`src/rtl/core/fbsp_pkg.sv`:
```
package fbsp_pkg;

	localparam int AR_W      = 52;
	localparam int DIV_ITERS = 52;
	localparam int SQ_ITERS  = 26;
	localparam int Q_CHUNKS  = 3;

	localparam logic [22:0] DIV_BY_125 = 23'd125;
	localparam logic [23:0] RECIP_125  = 24'd8589935;
	localparam logic [14:0] MAG_SAT    = 15'h7FFF;

	localparam logic [15:0] FRICTION_RST = 16'd13107;
	localparam logic [15:0] GRAVITY_RST  = 16'd2511;
	localparam logic [15:0] VMAX_RST     = 16'd7680;
	localparam logic [15:0] VINIT_RST    = 16'd0;

	localparam logic [2:0] REG_FRICTION = 3'd0;
	localparam logic [2:0] REG_GRAVITY  = 3'd1;
	localparam logic [2:0] REG_VMAX     = 3'd2;
	localparam logic [2:0] REG_VINIT    = 3'd3;
	localparam logic [2:0] REG_ENABLE   = 3'd4;

	typedef struct packed {
		logic [23:0]        arc_length;
		logic signed [19:0] curvature;
		logic               last_point;
	} fbsp_req_t;

	typedef struct packed {
		logic [5:0]         point_index;
		logic [15:0]        speed;
		logic signed [15:0] accel;
		logic               truncated;
		logic               last_result;
	} fbsp_res_t;

	typedef enum logic {
		AR_DIV,
		AR_SQRT
	} fbsp_ar_op_t;

	typedef struct packed {
		logic            start;
		fbsp_ar_op_t     op;
		logic [AR_W-1:0] a;
		logic [19:0]     d;
	} fbsp_ar_cmd_t;

	typedef struct packed {
		logic            done;
		logic [AR_W-1:0] result;
	} fbsp_ar_sts_t;

	typedef enum logic [4:0] {
		ST_IDLE,
		ST_PMUL,
		ST_AMUL,
		ST_AMAX2,
		ST_C_RD,
		ST_C_CHK,
		ST_C_DIVW,
		ST_C_SQW,
		ST_INIT,
		ST_P_RDC,
		ST_P_RDN,
		ST_P_LAT,
		ST_P_CHK,
		ST_VV,
		ST_VK,
		ST_LAT,
		ST_LL,
		ST_SQ,
		ST_SQW,
		ST_DS,
		ST_DIV,
		ST_QMUL,
		ST_DIVW,
		ST_RAD,
		ST_RTW,
		ST_WR,
		ST_E_RD,
		ST_E_OUT
	} fbsp_state_t;

	function automatic logic [19:0] curv_abs(input logic signed [19:0] k);
		logic [19:0] r;
		r = k[19] ? (~k + 20'd1) : k;
		return r;
	endfunction

endpackage

```
`src/rtl/core/fbsp_arith.sv`:
```
module fbsp_arith
	import fbsp_pkg::*;
(
	input  logic         clk,
	input  logic         arst_n,
	input  fbsp_ar_cmd_t cmd,
	output fbsp_ar_sts_t sts
);

	fbsp_ar_op_t     op_q;
	logic [AR_W-1:0] x_q;
	logic [19:0]     d_q;
	logic [29:0]     rem_q;
	logic [25:0]     root_q;
	logic [5:0]      cnt_q;
	logic            busy_q;
	logic            done_q;

	logic [20:0] dsh;
	logic        dge;
	logic [29:0] ssh;
	logic [29:0] trial;
	logic        sge;
	logic [5:0]  last_cnt;

	assign dsh      = {rem_q[19:0], x_q[AR_W-1]};
	assign dge      = dsh >= {1'b0, d_q};
	assign ssh      = {rem_q[27:0], x_q[AR_W-1:AR_W-2]};
	assign trial    = {2'b00, root_q, 2'b01};
	assign sge      = ssh >= trial;
	assign last_cnt = (op_q == AR_DIV) ? 6'(DIV_ITERS - 1) : 6'(SQ_ITERS - 1);

	always_ff @(posedge clk or negedge arst_n) begin
		if (!arst_n) begin
			busy_q <= 1'b0;
			done_q <= 1'b0;
			cnt_q  <= '0;
		end else begin
			done_q <= 1'b0;
			if (!busy_q && cmd.start) begin
				busy_q <= 1'b1;
				cnt_q  <= '0;
			end else if (busy_q) begin
				cnt_q <= cnt_q + 6'd1;
				if (cnt_q == last_cnt) begin
					busy_q <= 1'b0;
					done_q <= 1'b1;
				end
			end
		end
	end

	always_ff @(posedge clk) begin
		if (!busy_q && cmd.start) begin
			op_q   <= cmd.op;
			x_q    <= cmd.a;
			d_q    <= cmd.d;
			rem_q  <= '0;
			root_q <= '0;
		end else if (busy_q) begin
			if (op_q == AR_DIV) begin
				rem_q <= {10'd0, dge ? 20'(dsh - {1'b0, d_q}) : dsh[19:0]};
				x_q   <= {x_q[AR_W-2:0], dge};
			end else begin
				rem_q  <= sge ? (ssh - trial) : ssh;
				root_q <= {root_q[24:0], sge};
				x_q    <= {x_q[AR_W-3:0], 2'b00};
			end
		end
	end

	assign sts.done   = done_q;
	assign sts.result = (op_q == AR_DIV) ? x_q : AR_W'(root_q);

endmodule

```
`config.mk`:
```
export PLATFORM = sky130hd
export DESIGN_NAME = fbsp_arith
export DESIGN_NICKNAME = d
export VERILOG_FILES = /design/src/rtl/core/fbsp_pkg.sv /design/src/rtl/core/fbsp_arith.sv
export SDC_FILE = /design/constraint.sdc
export NUM_CORES = 1
export LEC_CHECK = 0
export ABC_AREA = 1
export BUFFER_PORTS_ARGS = -buffer_cell sky130_fd_sc_hd__buf_2
export CAP_MARGIN = 25
export CORE_MARGIN = 2
export CORE_UTILIZATION = 59
export DETAILED_ROUTE_END_ITERATION = 6
export PLACE_DENSITY_LB_ADDON = 0.3
export SLEW_MARGIN = 20
export SYNTH_ARGS = -nofsm -noshare
export SYNTH_HDL_FRONTEND = slang
export SYNTH_SLANG_ARGS = --single-unit
```
`constraint.sdc`:
```
create_clock -name clk -period 2.72 [get_ports clk]
set_input_delay 0.544 -clock clk [delete_from_list [all_inputs] [get_ports clk]]
set_output_delay 0.544 -clock clk [all_outputs]
set_load 0.03 [all_outputs]
```
==> Flow_metrics.wiki, run 1 <==
{| class="wikitable"
! Metric !! Value
|-
| Met2 routed wirelength || 12800 µm
|-
| Clock tree from TritonCTS || done
|-
| Vias per cell || 5.53
|-
| Cell at the slowest stage of the critical path || sky130_fd_sc_hd__edfxtp_1
|-
| Die width || 132 µm
|-
| Critical Path AT || 1970 ps
|-
| Global-route wire length before repair || 44200 µm
|-
| Final-report setup violation count || 0
|-
| Sum of overflow across all layers after global routing || 0
|-
| CP endpoint kind || primary output
|-
| Share of synthesized cell area in full adder, half adder and majority cells || 6.51%
|-
| CP Data Required Time || 2180 ps
|-
| Avg Synthesized Cell Area || 6.79 µm²
|-
| Unique masters post-synth || 41
|-
| Total via count in the routed design || 9831
|-
| Sum Neg Setup Slack || 0 ps
|-
| Length of routed met3 wiring || 2130 µm
|-
| Pin count of the biggest net entering global routing || 77
|-
| Max-slew violation total from the final report || 0
|-
| Async set-reset flop share out of synthesis || 5.93%
|-
| Hold Path Cell Cnt || 1
|-
| Combinational family with the most area after synthesis || simple AND/OR/NAND/NOR gates
|-
| Number of iterations in the first detailed-routing pass || 6
|-
| IR drop worst, VDD || 0.708 mV
|-
| Depth of the CTS H-tree || 4
|-
| RSZ-0062 raised after global routing || no
|-
| Fraction of the yosys area taken by sequential cells || 35.7%
|-
| Critical path cell sequence || inv_1 > buf_12 > nand2_1 > o21ai_0 > buf_2
|-
| Cell taking the most area after synthesis || sky130_fd_sc_hd__edfxtp_1
|-
| Maximum single-stage delay on the critical path || 460 ps
|-
| Length in cells of the worst reg-to-reg path || 12
|-
| Number of enable flip-flop cells after synthesis || 73
|-
| CP max FO || 48
|-
| Maximum operating frequency || 397 MHz
|-
| Max Root-Sink Buffers || 2
|-
| Slew at the pin closest to its max-slew limit || 937 ps
|-
| Total track usage || 31.3%
|-
| TritonCTS buffer count || 17
|-
| Share of Yosys cell area claimed by the top area cell type || 22.5%
|-
| Leak pwr || 5.70 nW
|-
| Run status || completed
|-
| Proportion of layout cells with a drive suffix above 1 || 14.2%
|-
| Area of the die || 17500 µm²
|-
| Worst-case headroom to the max-slew limit || 37.1%
|-
| Total number of clock tree sinks || 135
|-
| Antenna Cells || 0
|-
| Number of cells after detailed placement || 1744
|-
| Crit path kind || flip-flop to primary output
|-
| Number of nets in the finished design || 1674
|-
| Post-synthesis mux area share || 0%
|-
| Post-synthesis share of cell area spent on and, or, nand and nor gates || 30.6%
|-
| Synthesized-area fraction occupied by ao, oa, aoi and oai cells || 13.8%
|-
| Parity-gate share of the synthesized area counting xor and xnor cells || 2.34%
|-
| DRC errors left || 0
|-
| Core area || 16000 µm²
|-
| Period minus WS final || 2520 ps
|-
| Total power per unit cell area || 1340 nW/µm²
|-
| Clock Latency Late Sink || 440 ps
|-
| DRT iter0 DRCs || 1061
|-
| Count of placed standard cells in the final layout, fillers left out || 1777
|-
| Primary flip-flop cell chosen by synthesis mapping || sky130_fd_sc_hd__edfxtp_1
|-
| Max cap viols || 0
|-
| Yosys reg bits || 135
|-
| Initial antenna violation count || 0
|-
| Detailed Place HPWL || 20500 µm
|-
| Weighted congestion at the end of routability-driven global placement || 1.00
|-
| Antenna-violating nets left || 0
|-
| IO Count || 129
|-
| Number of synthesis warnings || 0
|-
| Worst min-delay path category || input port to flip-flop
|-
| Cell area after synthesis || 9720 µm²
|-
| Post-route fraction of the period consumed by the critical path || 92.5%
|-
| Cells after Synth || 1432
|-
| Die H || 132 µm
|-
| Final hold violations || 0
|-
| Clk slew on worst S/H paths || 70 ps
|-
| Share of the core filled with cells in the final layout || 70.2%
|-
| Clock root buffer master || sky130_fd_sc_hd__clkbuf_16
|-
| Highest signal layer in the routed design || met4
|-
| PortBufs || 128
|-
| Type of element launching the critical path || flip-flop
|-
| Number of global-route vias before repair || 9204
|-
| Post-synthesis to final-layout area growth || 15.5%
|-
| Largest cells by area after synthesis || sky130_fd_sc_hd__edfxtp_1 (23%), sky130_fd_sc_hd__nand2_1 (15%), sky130_fd_sc_hd__dfxtp_1 (11%), sky130_fd_sc_hd__inv_1 (8.1%), sky130_fd_sc_hd__a21oi_1 (7.1%)
|-
| Average wire per standard cell || 15.3 µm
|-
| Detailed-route wire length || 27200 µm
|-
| Routed length on met1 || 11700 µm
|-
| Setup clock skew after layout || 10.9 ps
|-
| Post-Syn Nets || 1558
|-
| Effective utilization at floorplan || 60.8%
|-
| Num rows || 46
|}
[registers in the layout (all words and copies together) (netlist names)]
register,flops
busy_q,1
cnt_q,6
op_q,1
x_q,52
d_q,20
rem_q,28
root_q,26
done_q,1
[per-layer routing]
metal	vias to the layer above	GRT usage (%)
li1	4889	-
met1	4494	41.4
met2	396	52.2
met3	52	5.88
met4	0	9.74
met5	-	0
[where the power goes]
part	internal, mW	switching (mW)	total (mW)	leakage (nW)
registers	3.11	0.637	3.74	1.33
logic	3.07	5.79	8.86	4.07
clock network	1.40	1.04	2.43	0.300
[logic make-up after synthesis]
| group | Yosys count |
|---|---|
| buf+inv | 273 |
| compound gates | 254 |
| xor+xnor | 26 |
| simple gates | 694 |
| fa+ha+maj | 50 |
| flops | 135 |
[cells in the mapped netlist (2+ instances only)]
| cell type | instances |
|---|---|
| sky130_fd_sc_hd__nand3_2 | 3 |
| sky130_fd_sc_hd__buf_1 | 6 |
| sky130_fd_sc_hd__xor2_1 | 4 |
| sky130_fd_sc_hd__nand3b_1 | 17 |
| sky130_fd_sc_hd__nor2_2 | 9 |
| sky130_fd_sc_hd__o21ai_0 | 90 |
| sky130_fd_sc_hd__clkinv_1 | 3 |
| sky130_fd_sc_hd__nor3_2 | 3 |
| sky130_fd_sc_hd__inv_2 | 6 |
| sky130_fd_sc_hd__xnor2_1 | 22 |
| sky130_fd_sc_hd__o31ai_1 | 2 |
| sky130_fd_sc_hd__nand3_1 | 104 |
| sky130_fd_sc_hd__o21bai_1 | 3 |
| sky130_fd_sc_hd__inv_1 | 210 |
| sky130_fd_sc_hd__buf_6 | 3 |
| sky130_fd_sc_hd__buf_4 | 5 |
| sky130_fd_sc_hd__o211ai_1 | 13 |
| sky130_fd_sc_hd__dfrtp_1 | 8 |
| sky130_fd_sc_hd__nor3_1 | 5 |
| sky130_fd_sc_hd__nor2_1 | 122 |
| sky130_fd_sc_hd__ha_1 | 49 |
| sky130_fd_sc_hd__clkbuf_1 | 33 |
| sky130_fd_sc_hd__edfxtp_1 | 73 |
| sky130_fd_sc_hd__a21o_1 | 4 |
| sky130_fd_sc_hd__a21oi_1 | 137 |
| sky130_fd_sc_hd__nand2_2 | 12 |
| sky130_fd_sc_hd__nand2_1 | 395 |
| sky130_fd_sc_hd__nand4_1 | 19 |
| sky130_fd_sc_hd__buf_2 | 7 |
| sky130_fd_sc_hd__dfxtp_1 | 54 |
[layout by cell type (no fill, tap or decap), types with 49 or more instances in the layout]
cell type / netlist / routed
sky130_fd_sc_hd__a21oi_1: 137 / 137
sky130_fd_sc_hd__nor2_1: 122 / 121
sky130_fd_sc_hd__o21ai_0: 90 / 89
sky130_fd_sc_hd__dfxtp_1: 54 / 54
sky130_fd_sc_hd__ha_1: 49 / 49
sky130_fd_sc_hd__nand3_1: 104 / 104
sky130_fd_sc_hd__edfxtp_1: 73 / 73
sky130_fd_sc_hd__buf_2: 7 / 128
sky130_fd_sc_hd__inv_1: 210 / 209
sky130_fd_sc_hd__nand2_1: 395 / 395
[worst paths after layout]
path	start	slack, ps	to
max	op_q	200	sts[25]
min	cmd[10]	280	d_q[10]
max reg2reg	x_q[51]	220	rem_q[12]
min reg2reg	rem_q[21]	520	rem_q[21]
max in group asynchronous	arst_n	2090	busy_q
min in group asynchronous	arst_n	470	cnt_q[5]
[critical path: cells and delay by family (launching register included)]
| family | cells | cell delay [ps] |
|---|---|---|
| buffers and inverters | 3 | 810 |
| DFF | 1 | 460 |
| and+or+nand+nor | 1 | 140 |
| AOI/OAI and AO/OA | 1 | 110 |
[area by class of cell]
| type | instances | area, µm² |
|---|---|---|
| inverter | 219 | 822 |
| multi-input combinational | 1024 | 5180 |
| clock inverter | 15 | 186 |
| timing repair buffer | 151 | 866 |
| sequential | 135 | 3470 |
| tap | 216 | 270 |
| clock buffer | 17 | 425 |
| fill | 1386 | 4780 |
[stage by stage]
| step | setup slack (ps) | area, µm² | total power [mW] | hold slack [ps] |
|---|---|---|---|---|
| finish | 204 | 11200 | 15.0 | 282 |
| global route | 49.2 | 11200 | 16.3 | 267 |
| CTS | 196 | 11200 | 14.9 | 265 |
| detailed placement | 232 | 10600 | 12.4 | 387 |
| global placement | 245 | 10600 | 12.2 | 392 |
| floorplan | 468 | 9720 | 10.2 | 248 |
[what timing repair did]
item                       CTS  global route
buffers inserted             0             0
hold buffers                 1             0
hold endpoints to repair     8             0
gates resized for setup      0             1
setup endpoints to repair    0             1
No activity file was read; power rests on OpenSTA's default activity.
==> run 2: changes to the inputs <==
==> constraint.sdc (replaced) <==
create_clock -name clk -period 2.8 [get_ports clk]
set_input_delay 0.56 -clock clk [delete_from_list [all_inputs] [get_ports clk]]
set_output_delay 0.56 -clock clk [all_outputs]
set_load 0.03 [all_outputs]
==> Flow_metrics.wiki, run 2 (synthesis results as in run 1) <==
{| class="wikitable"
! Metric !! Value
|-
| Run status || completed (unchanged)
|-
| Reg with most FFs || x_q (unchanged)
|-
| Global-route wire length before repair || 44300 µm (was 44200 µm)
|-
| Area of the die || 17500 µm² (unchanged)
|-
| Leak pwr || 5.67 nW (was 5.70 nW)
|-
| Num rows || 46 (unchanged)
|-
| Weighted congestion at the end of routability-driven global placement || 1.02 (was 1.00)
|-
| Core area || 16000 µm² (unchanged)
|-
| Number of global-route vias before repair || 9121 (was 9204)
|-
| Post-route fraction of the period consumed by the critical path || 90.7%
|-
| IR drop worst, VDD || 0.688 mV (was 0.708 mV)
|-
| Total via count in the routed design || 9770 (was 9831)
|-
| Die width || 132 µm (unchanged)
|-
| Number of iterations in the first detailed-routing pass || 6 (unchanged)
|-
| Antenna-violating nets left || 0 (unchanged)
|-
| Max reg flops || 52 (unchanged)
|-
| Depth of the CTS H-tree || 4 (unchanged)
|-
| Clock root buffer master || sky130_fd_sc_hd__clkbuf_16 (unchanged)
|-
| TritonCTS buffer count || 17 (unchanged)
|-
| Total power || 14.4 mW (was 15.0 mW)
|-
| Crit path kind || flip-flop to flip-flop (was flip-flop to primary output)
|-
| Number of nets in the finished design || 1672 (was 1674)
|-
| Final-report setup violation count || 0 (unchanged)
|-
| Pin count of the biggest net entering global routing || 78 (was 77)
|-
| CP max FO || 5 (was 48)
|-
| CP Data Required Time || 3110 ps (was 2180 ps)
|-
| Type of element launching the critical path || flip-flop (unchanged)
|-
| Antenna Cells || 0 (unchanged)
|-
| Sum Neg Setup Slack || 0 ps (unchanged)
|-
| Max Root-Sink Buffers || 2 (unchanged)
|-
| Worst min-delay path category || input port to flip-flop (unchanged)
|-
| Average wire per standard cell || 15.3 µm (about the same)
|-
| PortBufs || 128 (unchanged)
|-
| Clock Latency Late Sink || 430 ps (was 440 ps)
|-
| IO Count || 129 (unchanged)
|-
| CP endpoint kind || flip-flop (was primary output)
|-
| Largest registers in the final layout || x_q x52, rem_q x28, root_q x26 (unchanged)
|-
| Total track usage || 31.5% (was 31.3%)
|-
| Max cap viols || 0 (unchanged)
|-
| Worst-case headroom to the max-slew limit || 44.3% (was 37.1%)
|-
| Total power per unit cell area || 1290 nW/µm² (was 1340 nW/µm²)
|-
| Worst setup path startpoint || x_q[51] (was op_q)
|-
| Max-slew violation total from the final report || 0 (unchanged)
|-
| Sum of overflow across all layers after global routing || 0 (unchanged)
|-
| Reg-to-reg critical path startpoint || x_q[51] (unchanged)
|-
| Effective utilization at floorplan || 60.8% (unchanged)
|-
| Post-synthesis to final-layout area growth || 14.7% (was 15.5%)
|-
| Maximum operating frequency || 394 MHz
|-
| Clk slew on worst S/H paths || 70 ps (about the same)
|-
| Detailed-route wire length || 27200 µm (about the same)
|-
| Clock tree from TritonCTS || done (unchanged)
|-
| Slew at the pin closest to its max-slew limit || 831 ps (was 937 ps)
|-
| Proportion of layout cells with a drive suffix above 1 || 14.1% (was 14.2%)
|-
| DRC errors left || 0 (unchanged)
|-
| Top library cells by usage in the layout, fill and taps aside || sky130_fd_sc_hd__nand2_1 (395), sky130_fd_sc_hd__inv_1 (209), sky130_fd_sc_hd__a21oi_1 (137), sky130_fd_sc_hd__buf_2 (128), sky130_fd_sc_hd__nor2_1 (121) (unchanged)
|-
| Setup clock skew after layout || 9.58 ps (was 10.9 ps)
|-
| Critical Path AT || 2850 ps (was 1970 ps)
|-
| Detailed Place HPWL || 20500 µm (about the same)
|-
| DRT iter0 DRCs || 884 (was 1061)
|-
| Initial antenna violation count || 0 (unchanged)
|-
| Leading cell type in the layout, fill and taps excluded || sky130_fd_sc_hd__nand2_1 (unchanged)
|-
| Total number of clock tree sinks || 135 (unchanged)
|-
| Die H || 132 µm (unchanged)
|-
| Final hold violations || 0 (unchanged)
|-
| RSZ-0062 raised after global routing || no (unchanged)
|-
| Min-delay src || cmd[2] (was cmd[10])
|-
| Vias per cell || 5.50 (was 5.53)
|-
| Period minus WS final || 2540 ps
|}
[run 2: changes by cell type in the layout (fill, tap and decap cells not counted)]
cell,before,now
sky130_fd_sc_hd__bufinv_16,2,0
sky130_fd_sc_hd__inv_8,4,3
sky130_fd_sc_hd__buf_4,18,16
sky130_fd_sc_hd__clkinvlp_4,1,2
sky130_fd_sc_hd__o21ai_0,89,90
sky130_fd_sc_hd__o21ai_1,2,1
sky130_fd_sc_hd__clkinv_4,1,4
sky130_fd_sc_hd__clkinv_8,1,0
[run 2: worst max-delay path: stages (launching register included)]
cell                       delay [ps]
sky130_fd_sc_hd__edfxtp_1         410
sky130_fd_sc_hd__inv_1            140
sky130_fd_sc_hd__ha_1             260
sky130_fd_sc_hd__fa_1             410
sky130_fd_sc_hd__o21ai_0          390
sky130_fd_sc_hd__nand2_1           90
sky130_fd_sc_hd__nand2_1          150
sky130_fd_sc_hd__nand2_1           70
sky130_fd_sc_hd__nand2_1          120
sky130_fd_sc_hd__xnor2_1          130
sky130_fd_sc_hd__nand2_1           70
sky130_fd_sc_hd__nand3_1           80
sky130_fd_sc_hd__nand3_1           80
[run 2: stage by stage]
| stage | std cells | instance area, µm² | hold slack [ps] | setup slack [ps] | utilization (%) |
|---|---|---|---|---|---|
| 2_1_floorplan | 1432 | 9720 | 264 | 532 | - |
| 3_3_place_gp | 1742 | 10600 | 410 | 392 | 66.2 |
| 3_5_place_dp | 1742 | 10600 | 411 | 329 | 66.2 |
| 4_1_cts | 1775 | 11200 | 284 | 303 | 69.7 |
| 5_1_grt | 1775 | 11200 | 285 | 98.1 | 69.7 |
| 6_report | 1775 | 11200 | 298 | 259 | 69.7 |
[run 2: layout make-up]
class                   instances  area [µm²]
clock buffers                  17         425
clock inverters                15         133
fillers                      1423        4840
inverters                     219         822
multi-input cells            1024        5180
flip-flops and latches        135        3470
well taps                     216         270
repair buffers                149         851
[run 2: final timing paths]
path | end | slack [ps] | cells after the start
hold / removal | d_q[2] | 300 | 1
hold reg to reg | rem_q[21] | 500 | 2
max in group asynchronous | cnt_q[2] | 2130 | 2
setup reg to reg | rem_q[10] | 260 | 12
min in group asynchronous | cnt_q[5] | 500 | 2
setup / recovery | rem_q[10] | 260 | 12
[run 2: report_power, final]
group          leakage (nW)  switching [mW]  total (mW)  internal, mW
clock                 0.271           0.996        2.16          1.17
combinational          4.06            5.62        8.61          2.99
sequential             1.33           0.597        3.61          3.01
[run 2: timing repair]
action	CTS	global route
buffers inserted	0	0
gates resized for setup	0	0
hold endpoints to repair	8	0
hold buffers	1	0
[run 2: layer usage]
layer / wire length (µm) / share of wire (%) / track usage [%]
met5: 0 / 0 / 0
met2: 12600 / 46 / 50.9
met3: 2170 / 8.0 / 7.57
met1: 11700 / 43 / 41.0
met4: 750 / 2.8 / 12.1
